File: src/rtl/fslc_pkg.sv
// ----------------------------------------------------------------------------
// fslc_pkg: shared definitions for the frame slot LRU cache
// Slot count, field widths and the controller-to-datapath command word.
// ----------------------------------------------------------------------------
package fslc_pkg;

   localparam int SLOTS      = 4;
   localparam int SLOT_W     = (SLOTS > 1) ? $clog2(SLOTS) : 1;
   localparam int TAG_W      = 32;
   localparam int SLOT_OUT_W = 2;

   // commands from controller to datapath
   typedef struct packed {
      logic capture;   // latch the incoming request word
      logic lookup;    // compare, update recency, register the result
   } fslc_cmd_type;

endpackage

File: src/rtl/frame_slot_lru_cache.sv
// ----------------------------------------------------------------------------
// frame_slot_lru_cache: fully associative LRU tag store for frame buffer slots
// Maps frame indexes to buffer slots, evicting the least recently used slot.
// ----------------------------------------------------------------------------
// A request word (frame index, encoder-closed flag) is taken at a rising edge
// with start high and busy low. Its result (slot, hit, zero_fill) is on the
// rsp_ ports for one cycle with rsp_valid high, after the word is registered
// and then looked up into the result registers; one word per cycle is
// sustained. The receiver cannot stall, so results are never held. Throughput
// is set by the lookup: all slot tags are compared in parallel and the
// recency order is shifted in the same cycle, and the following word sees
// the updated store. busy is high only in the first cycle after reset; there
// is no clearing pass, as slot valid bits and the recency order reset at once.
// The store starts empty, so the first misses fill slots in ascending order.
// ----------------------------------------------------------------------------
module frame_slot_lru_cache (
   input  logic                             clock,
   input  logic                             reset,
   input  logic                             start,
   output logic                             busy,
   input  logic [fslc_pkg::TAG_W-1:0]       req_frame_index,
   input  logic                             req_encoder_closed,
   output logic                             rsp_valid,
   output logic [fslc_pkg::SLOT_OUT_W-1:0]  rsp_slot,
   output logic                             rsp_hit,
   output logic                             rsp_zero_fill
);
   import fslc_pkg::*;

   fslc_cmd_type cmd;

   // sequencer: accept, lookup, strobe
   fslc_ctrl u_ctrl (
      .clock     (clock),
      .reset     (reset),
      .start     (start),
      .busy      (busy),
      .rsp_valid (rsp_valid),
      .cmd       (cmd)
   );

   // tags, valid bits, recency order and result registers
   fslc_dp u_dp (
      .clock              (clock),
      .reset              (reset),
      .cmd                (cmd),
      .req_frame_index    (req_frame_index),
      .req_encoder_closed (req_encoder_closed),
      .rsp_slot           (rsp_slot),
      .rsp_hit            (rsp_hit),
      .rsp_zero_fill      (rsp_zero_fill)
   );

endmodule

File: src/rtl/fslc_ctrl.sv
// ----------------------------------------------------------------------------
// fslc_ctrl: request sequencer
// Accepts request words, steps each through the lookup cycle, raises the strobe.
// ----------------------------------------------------------------------------
module fslc_ctrl (
   input  logic               clock,
   input  logic               reset,
   input  logic               start,
   output logic               busy,
   output logic               rsp_valid,
   output fslc_pkg::fslc_cmd_type cmd
);
   import fslc_pkg::*;

   localparam logic ST_IDLE   = 1'b0;
   localparam logic ST_LOOKUP = 1'b1;

   logic state_ff, state_in;
   logic busy_ff;
   logic rsp_valid_ff;

   assign cmd.capture = start & ~busy_ff;
   assign cmd.lookup  = (state_ff == ST_LOOKUP);
   assign busy        = busy_ff;
   assign rsp_valid   = rsp_valid_ff;

   // a captured word is looked up in the next cycle; back-to-back words chain
   always_comb begin
      state_in = cmd.capture ? ST_LOOKUP : ST_IDLE;
   end

   always_ff @(posedge clock) begin
      if (reset) begin
         state_ff     <= ST_IDLE;
         busy_ff      <= 1'b1;   // held for the cycle after reset only
         rsp_valid_ff <= 1'b0;
      end else begin
         state_ff     <= state_in;
         busy_ff      <= 1'b0;
         rsp_valid_ff <= cmd.lookup;
      end
   end

   // every strobe comes from an accepted word that passed through the lookup state
   a_strobe_from_word: assert property (@(posedge clock) disable iff (reset)
      rsp_valid_ff && !$past(reset) |-> $past(cmd.capture, 2))
      else $error("response strobe without accepted word");

endmodule

File: src/rtl/fslc_dp.sv
// ----------------------------------------------------------------------------
// fslc_dp: tag store and recency datapath
// Parallel tag compare, LRU victim pick, move-to-MRU and result registers.
// ----------------------------------------------------------------------------
module fslc_dp (
   input  logic                                clock,
   input  logic                                reset,
   input  fslc_pkg::fslc_cmd_type              cmd,
   input  logic [fslc_pkg::TAG_W-1:0]          req_frame_index,
   input  logic                                req_encoder_closed,
   output logic [fslc_pkg::SLOT_OUT_W-1:0]     rsp_slot,
   output logic                                rsp_hit,
   output logic                                rsp_zero_fill
);
   import fslc_pkg::*;

   localparam int PAD_W = SLOT_W + SLOT_OUT_W;

   // request word
   logic [TAG_W-1:0] tag_ff;
   logic             closed_ff;

   // store
   logic [TAG_W-1:0]  tags_ff  [SLOTS];
   logic [SLOTS-1:0]  valid_ff, valid_in;
   logic [SLOT_W-1:0] order_ff [SLOTS];
   logic [SLOT_W-1:0] order_in [SLOTS];

   // result
   logic [SLOT_OUT_W-1:0] slot_ff;
   logic                  hit_ff;
   logic                  zero_fill_ff;

   // lookup
   logic [SLOTS-1:0]  slot_match;
   logic [SLOTS-1:0]  pos_match;
   logic              hit;
   logic [SLOT_W-1:0] sel_pos;
   logic [SLOT_W-1:0] sel_slot;
   logic [PAD_W-1:0]  sel_slot_ext;

   always_comb begin
      for (int s = 0; s < SLOTS; s++) begin
         slot_match[s] = valid_ff[s] && (tags_ff[s] == tag_ff);
      end
      for (int p = 0; p < SLOTS; p++) begin
         pos_match[p] = slot_match[order_ff[p]];
      end
      hit = |pos_match;
      // the match nearest the LRU end wins; a miss takes position zero
      sel_pos = '0;
      for (int p = SLOTS - 1; p >= 0; p--) begin
         if (pos_match[p]) begin
            sel_pos = SLOT_W'(p);
         end
      end
      sel_slot     = order_ff[sel_pos];
      sel_slot_ext = PAD_W'(sel_slot);
   end

   // move the selected position to the MRU end, closing the gap
   always_comb begin
      for (int i = 0; i < SLOTS - 1; i++) begin
         if (SLOT_W'(i) < sel_pos) begin
            order_in[i] = order_ff[i];
         end else begin
            order_in[i] = order_ff[i + 1];
         end
      end
      order_in[SLOTS-1] = sel_slot;
      valid_in = valid_ff;
      valid_in[sel_slot] = 1'b1;
   end

   always_ff @(posedge clock) begin
      if (cmd.capture) begin
         tag_ff    <= req_frame_index;
         closed_ff <= req_encoder_closed;
      end
      if (cmd.lookup) begin
         if (!hit) begin
            tags_ff[sel_slot] <= tag_ff;
         end
         slot_ff      <= sel_slot_ext[SLOT_OUT_W-1:0];
         hit_ff       <= hit;
         zero_fill_ff <= ~hit & closed_ff;
      end
   end

   always_ff @(posedge clock) begin
      if (reset) begin
         valid_ff <= '0;
         for (int i = 0; i < SLOTS; i++) begin
            order_ff[i] <= SLOT_W'(i);
         end
      end else if (cmd.lookup) begin
         valid_ff <= valid_in;
         order_ff <= order_in;
      end
   end

   assign rsp_slot      = slot_ff;
   assign rsp_hit       = hit_ff;
   assign rsp_zero_fill = zero_fill_ff;

   // recency order stays a permutation of the slots
   logic [SLOTS-1:0] present;
   always_comb begin
      present = '0;
      for (int i = 0; i < SLOTS; i++) begin
         present[order_ff[i]] = 1'b1;
      end
   end

   a_order_perm: assert property (@(posedge clock) disable iff (reset)
      &present)
      else $error("recency order lost a slot");

   a_slot_valid_after: assert property (@(posedge clock) disable iff (reset)
      $past(cmd.lookup) && !$past(reset) |-> valid_ff[$past(sel_slot)])
      else $error("returned slot not valid after lookup");

   a_hit_no_fill: assert property (@(posedge clock) disable iff (reset)
      $past(cmd.lookup) && !$past(reset) && hit_ff |-> !zero_fill_ff)
      else $error("zero fill flagged on a hit");

   a_mru_is_result: assert property (@(posedge clock) disable iff (reset)
      $past(cmd.lookup) && !$past(reset) |-> order_ff[SLOTS-1] == $past(sel_slot))
      else $error("returned slot is not most recently used");

endmodule

File: config.mk
export PLATFORM = sky130hd
export DESIGN_NAME = frame_slot_lru_cache
export DESIGN_NICKNAME = d
export VERILOG_FILES = /design/src/rtl/fslc_pkg.sv /design/src/rtl/frame_slot_lru_cache.sv /design/src/rtl/fslc_ctrl.sv /design/src/rtl/fslc_dp.sv
export SDC_FILE = /design/constraint.sdc
export NUM_CORES = 1
export LEC_CHECK = 0
export BUFFER_PORTS_ARGS = -buffer_cell sky130_fd_sc_hd__clkbuf_2
export CORE_UTILIZATION = 40
export CTS_BUF_LIST = sky130_fd_sc_hd__clkbuf_8
export CTS_CLUSTER_DIAMETER = 100
export DETAILED_ROUTE_END_ITERATION = 12
export GPL_ROUTABILITY_DRIVEN = 0
export PLACE_DENSITY = 0.64
export SLEW_MARGIN = 20
export SYNTH_ARGS = -nofsm -noshare
export SYNTH_HDL_FRONTEND = slang
export SYNTH_SLANG_ARGS = --single-unit
File: constraint.sdc
create_clock -name clock -period 6.5 [get_ports clock]
set_clock_uncertainty 0.15 [all_clocks]
set_input_delay 1.3 -clock clock [delete_from_list [all_inputs] [get_ports clock]]
set_output_delay 1.3 -clock clock [all_outputs]
set_load 0.1 [all_outputs]
==> flow_summary.ini <==
[setup_path]
worstPathMaxFanout = 32
r2r-end = u_dp.tags_ff[2][7]$_DFFE_PP_
cp-end-kind = flip-flop
ff2ff_path_depth = 9
startpoint = u_dp.tag_ff[24]$_DFFE_PP_
worstSetupPathType = flip-flop to flip-flop
cp_slowest_stage_delay_ns = 0.59
startpoint_type = flip-flop
cp.required_ns = 6.45
cp_slowest_cell = nor4_1
r2r-start = u_dp.tag_ff[24]$_DFFE_PP_
r2r_slack_ns = 2.28
path_cells = xnor2_1 -> nand4_1 -> nor4_1 -> nand4_1 -> a32oi_2 -> o211ai_2 -> o311ai_4 -> nor3b_2 -> buf_4
crit_arrival_ns = 4.17
crit_top_cell = nand4_1

[yosys]
yosys_warnings = 0
synth_edf_count = 165
syn-num-nets = 569
synthArstFlopShare = 0
seq_area_frac_synth = 0.648
synth-compound-area-share = 0.0372
synth_ff_type = edfxtp_1
syn_avg_cell_area_um2 = 15.2
synth_top_family_by_area = XOR/XNOR gates
synth-xor-area-share = 0.145
yosys.area_share.simple = 0.110
ys_ff_latch = 180
netlist_instances = 533
synth_fa_ha_area_frac = 0
synth_cell_types = 65
synthMuxAreaShare = 0.0185
synth_area_um2 = 8110

[global_route]
first_global_vias = 4415
grt_pass1_wl_mm = 25.5
overflow = 0
globalRouteTotalUtil = 0.171
grt_max_degree = 35
grt_antenna_before_repair = 0

[placement]
port_buffers = 41
place_inst = 814
dpl_cell_area_um2 = 8410
dp_slack_ns = 2.33
dp_hpwl_mm = 11.4

[routing]
drtPass1Iterations = 4
drt-total-wl_mm = 16.3
vias = 4435
drc = 0
wl_per_cell_um = 19.3
viasPerCell = 5.25
drtIter0Drc = 410
antenna_left = 0

[worst_hold_path]
hold_path_class = flip-flop to flip-flop
hold_end = u_dp.valid_ff[0]$_SDFFE_PP0P_
min_path_cells = 1
hp-start = u_dp.valid_ff[0]$_SDFFE_PP0P_

[final_layout]
multiInputGateArea_um2 = 2540
design_area_um2 = 8770
final_util = 0.446
fill_cells = 1806
drive_above_1_share = 0.195
diodes = 0
seqCellArea_um2 = 5260
fin_cells = 845
nets = 605
syn_to_final_growth_pct = 8.12

[die]
ios = 42
die_w_um = 144
row_count = 51
dieArea_um2 = 20800
core_um2 = 19700
die_y_um = 144
initial_core_util = 0.413

[cts]
cts_hold_buf = 0
cts_root_buf = clkbuf_8
clk_latency_ns = 0.46
cts_tree = done
cts_buffer_depth = 2
clk_pin_slew_worst_paths_ns = 0.09
numCtsBuffers = 17
post_cts_buffers = 0
ctsResizeCount = 0
htreeDepth = 4
clock-sinks = 180

[timing]
hold_viol = 0
holdWs_ns = 0.328
rsz0062_at_grt = false
period_share = 0.650
slew_violations = 0
fmax_mhz = 237
worstMarginPinSlew_ns = 0.688
period_needed_ns = 4.22
relSlewSlack = 0.538
setup_viol = 0
tns_ns = 0
setup_ws_ns = 2.28

[power]
powerDensity_nw_per_um2 = 240
power.total_mw = 2.10
peakVddDrop_mv = 0.155
p_leak_nw = 2.76

[outcome]
status = completed

[run]
cap_violations = 0
==> worst max path at each step <==
stage | endpoint | slack, ns
after floorplan | u_dp.tags_ff[3][0]$_DFFE_PP_ | 1.07
after global routing | u_dp.tags_ff[2][30]$_DFFE_PP_ | 1.95
after global placement | u_dp.tags_ff[2][6]$_DFFE_PP_ | 2.37
final | u_dp.tags_ff[2][7]$_DFFE_PP_ | 2.28
after detailed placement | u_dp.tags_ff[2][16]$_DFFE_PP_ | 2.33
after CTS | u_dp.tags_ff[2][24]$_DFFE_PP_ | 2.30
==> logic make-up after synthesis <==
group,Yosys count
xor+xnor,125
compound gates,31
buf+inv,40
simple gates,143
mux,14
flops,180
==> worst max-delay path: cells and delay by family, from the launching register on <==
kind            cells  cell delay (ns)
compound gates      3             1.04
xor+xnor            1             0.30
buf+inv             1             0.45
flops               1             0.56
simple gates        4             1.34
==> synth_stat cells (2+ instances only) <==
cell / count / area, um^2
o21ai_0: 2 / 10.0
a22o_1: 2 / 17.5
dfxtp_1: 15 / 300
nor3b_1: 3 / 22.5
nor2_1: 15 / 56.3
nand2b_1: 2 / 12.5
mux2_2: 4 / 45.0
and2_1: 3 / 18.8
buf_6: 18 / 203
xor2_1: 10 / 87.6
nand4_1: 48 / 300
mux2i_1: 9 / 90.1
inv_1: 8 / 30.0
nand3_1: 9 / 45.0
nor4_2: 3 / 37.5
or2_2: 2 / 12.5
nor2b_1: 4 / 25.0
nor4_4: 2 / 42.5
and3_1: 3 / 18.8
nor4_1: 8 / 50.1
xnor2_1: 106 / 928
a21oi_1: 2 / 10.0
nand2_1: 18 / 67.6
buf_2: 6 / 30.0
o2111ai_1: 3 / 26.3
clkinv_1: 2 / 7.51
nand3_2: 5 / 50.1
o211ai_1: 3 / 22.5
nor3_1: 11 / 55.1
xnor2_2: 8 / 130
edfxtp_1: 165 / 4950
==> layout by cell type (no fill, tap or decap), types with 9 or more instances in the layout <==
master    instances
nor2_1           15
mux2i_1           9
edfxtp_1        165
inv_1            12
nor3_1            9
nand3_1           9
clkbuf_8         17
xor2_1           10
nand4_1          48
xnor2_1         106
dfxtp_1          15
clkbuf_2         41
nand2_1          18
==> layout make-up <==
cell class | instances | area share
Multi-Input combinational cell | 313 | 0.290
Inverter | 11 | 0.00485
Tap cell | 265 | 0.0378
Clock buffer | 17 | 0.0267
Sequential cell | 180 | 0.599
Clock inverter | 13 | 0.0114
Timing Repair Buffer | 46 | 0.0300
==> layer usage <==
| metal | routed length [um] | up-vias | track usage |
|---|---|---|---|
| li1 | - | 2050 | - |
| met4 | 372 | 0 | 0.0698 |
| met5 | 0 | - | 0 |
| met1 | 7230 | 2222 | 0.226 |
| met3 | 919 | 25 | 0.0381 |
| met2 | 7800 | 138 | 0.272 |
==> state kept, by name (all words and copies together), names as in the netlist <==
name / count
u_dp.tags_ff: 128
u_dp.tag_ff: 32
u_dp.order_ff: 8
u_dp.valid_ff: 4
u_dp.rsp_slot: 2
u_ctrl.busy: 1
u_ctrl.rsp_valid: 1
u_ctrl.state_ff: 1
u_dp.closed_ff: 1
u_dp.rsp_hit: 1
u_dp.rsp_zero_fill: 1
==> power breakdown <==
group	total (mW)	switching, mW	internal, mW
Combinational	0.112	0.0636	0.0487
Sequential	1.32	0.0367	1.28
Clock	0.671	0.381	0.290
Total	2.10	0.481	1.62
Power figures use the tool's default switching activity.
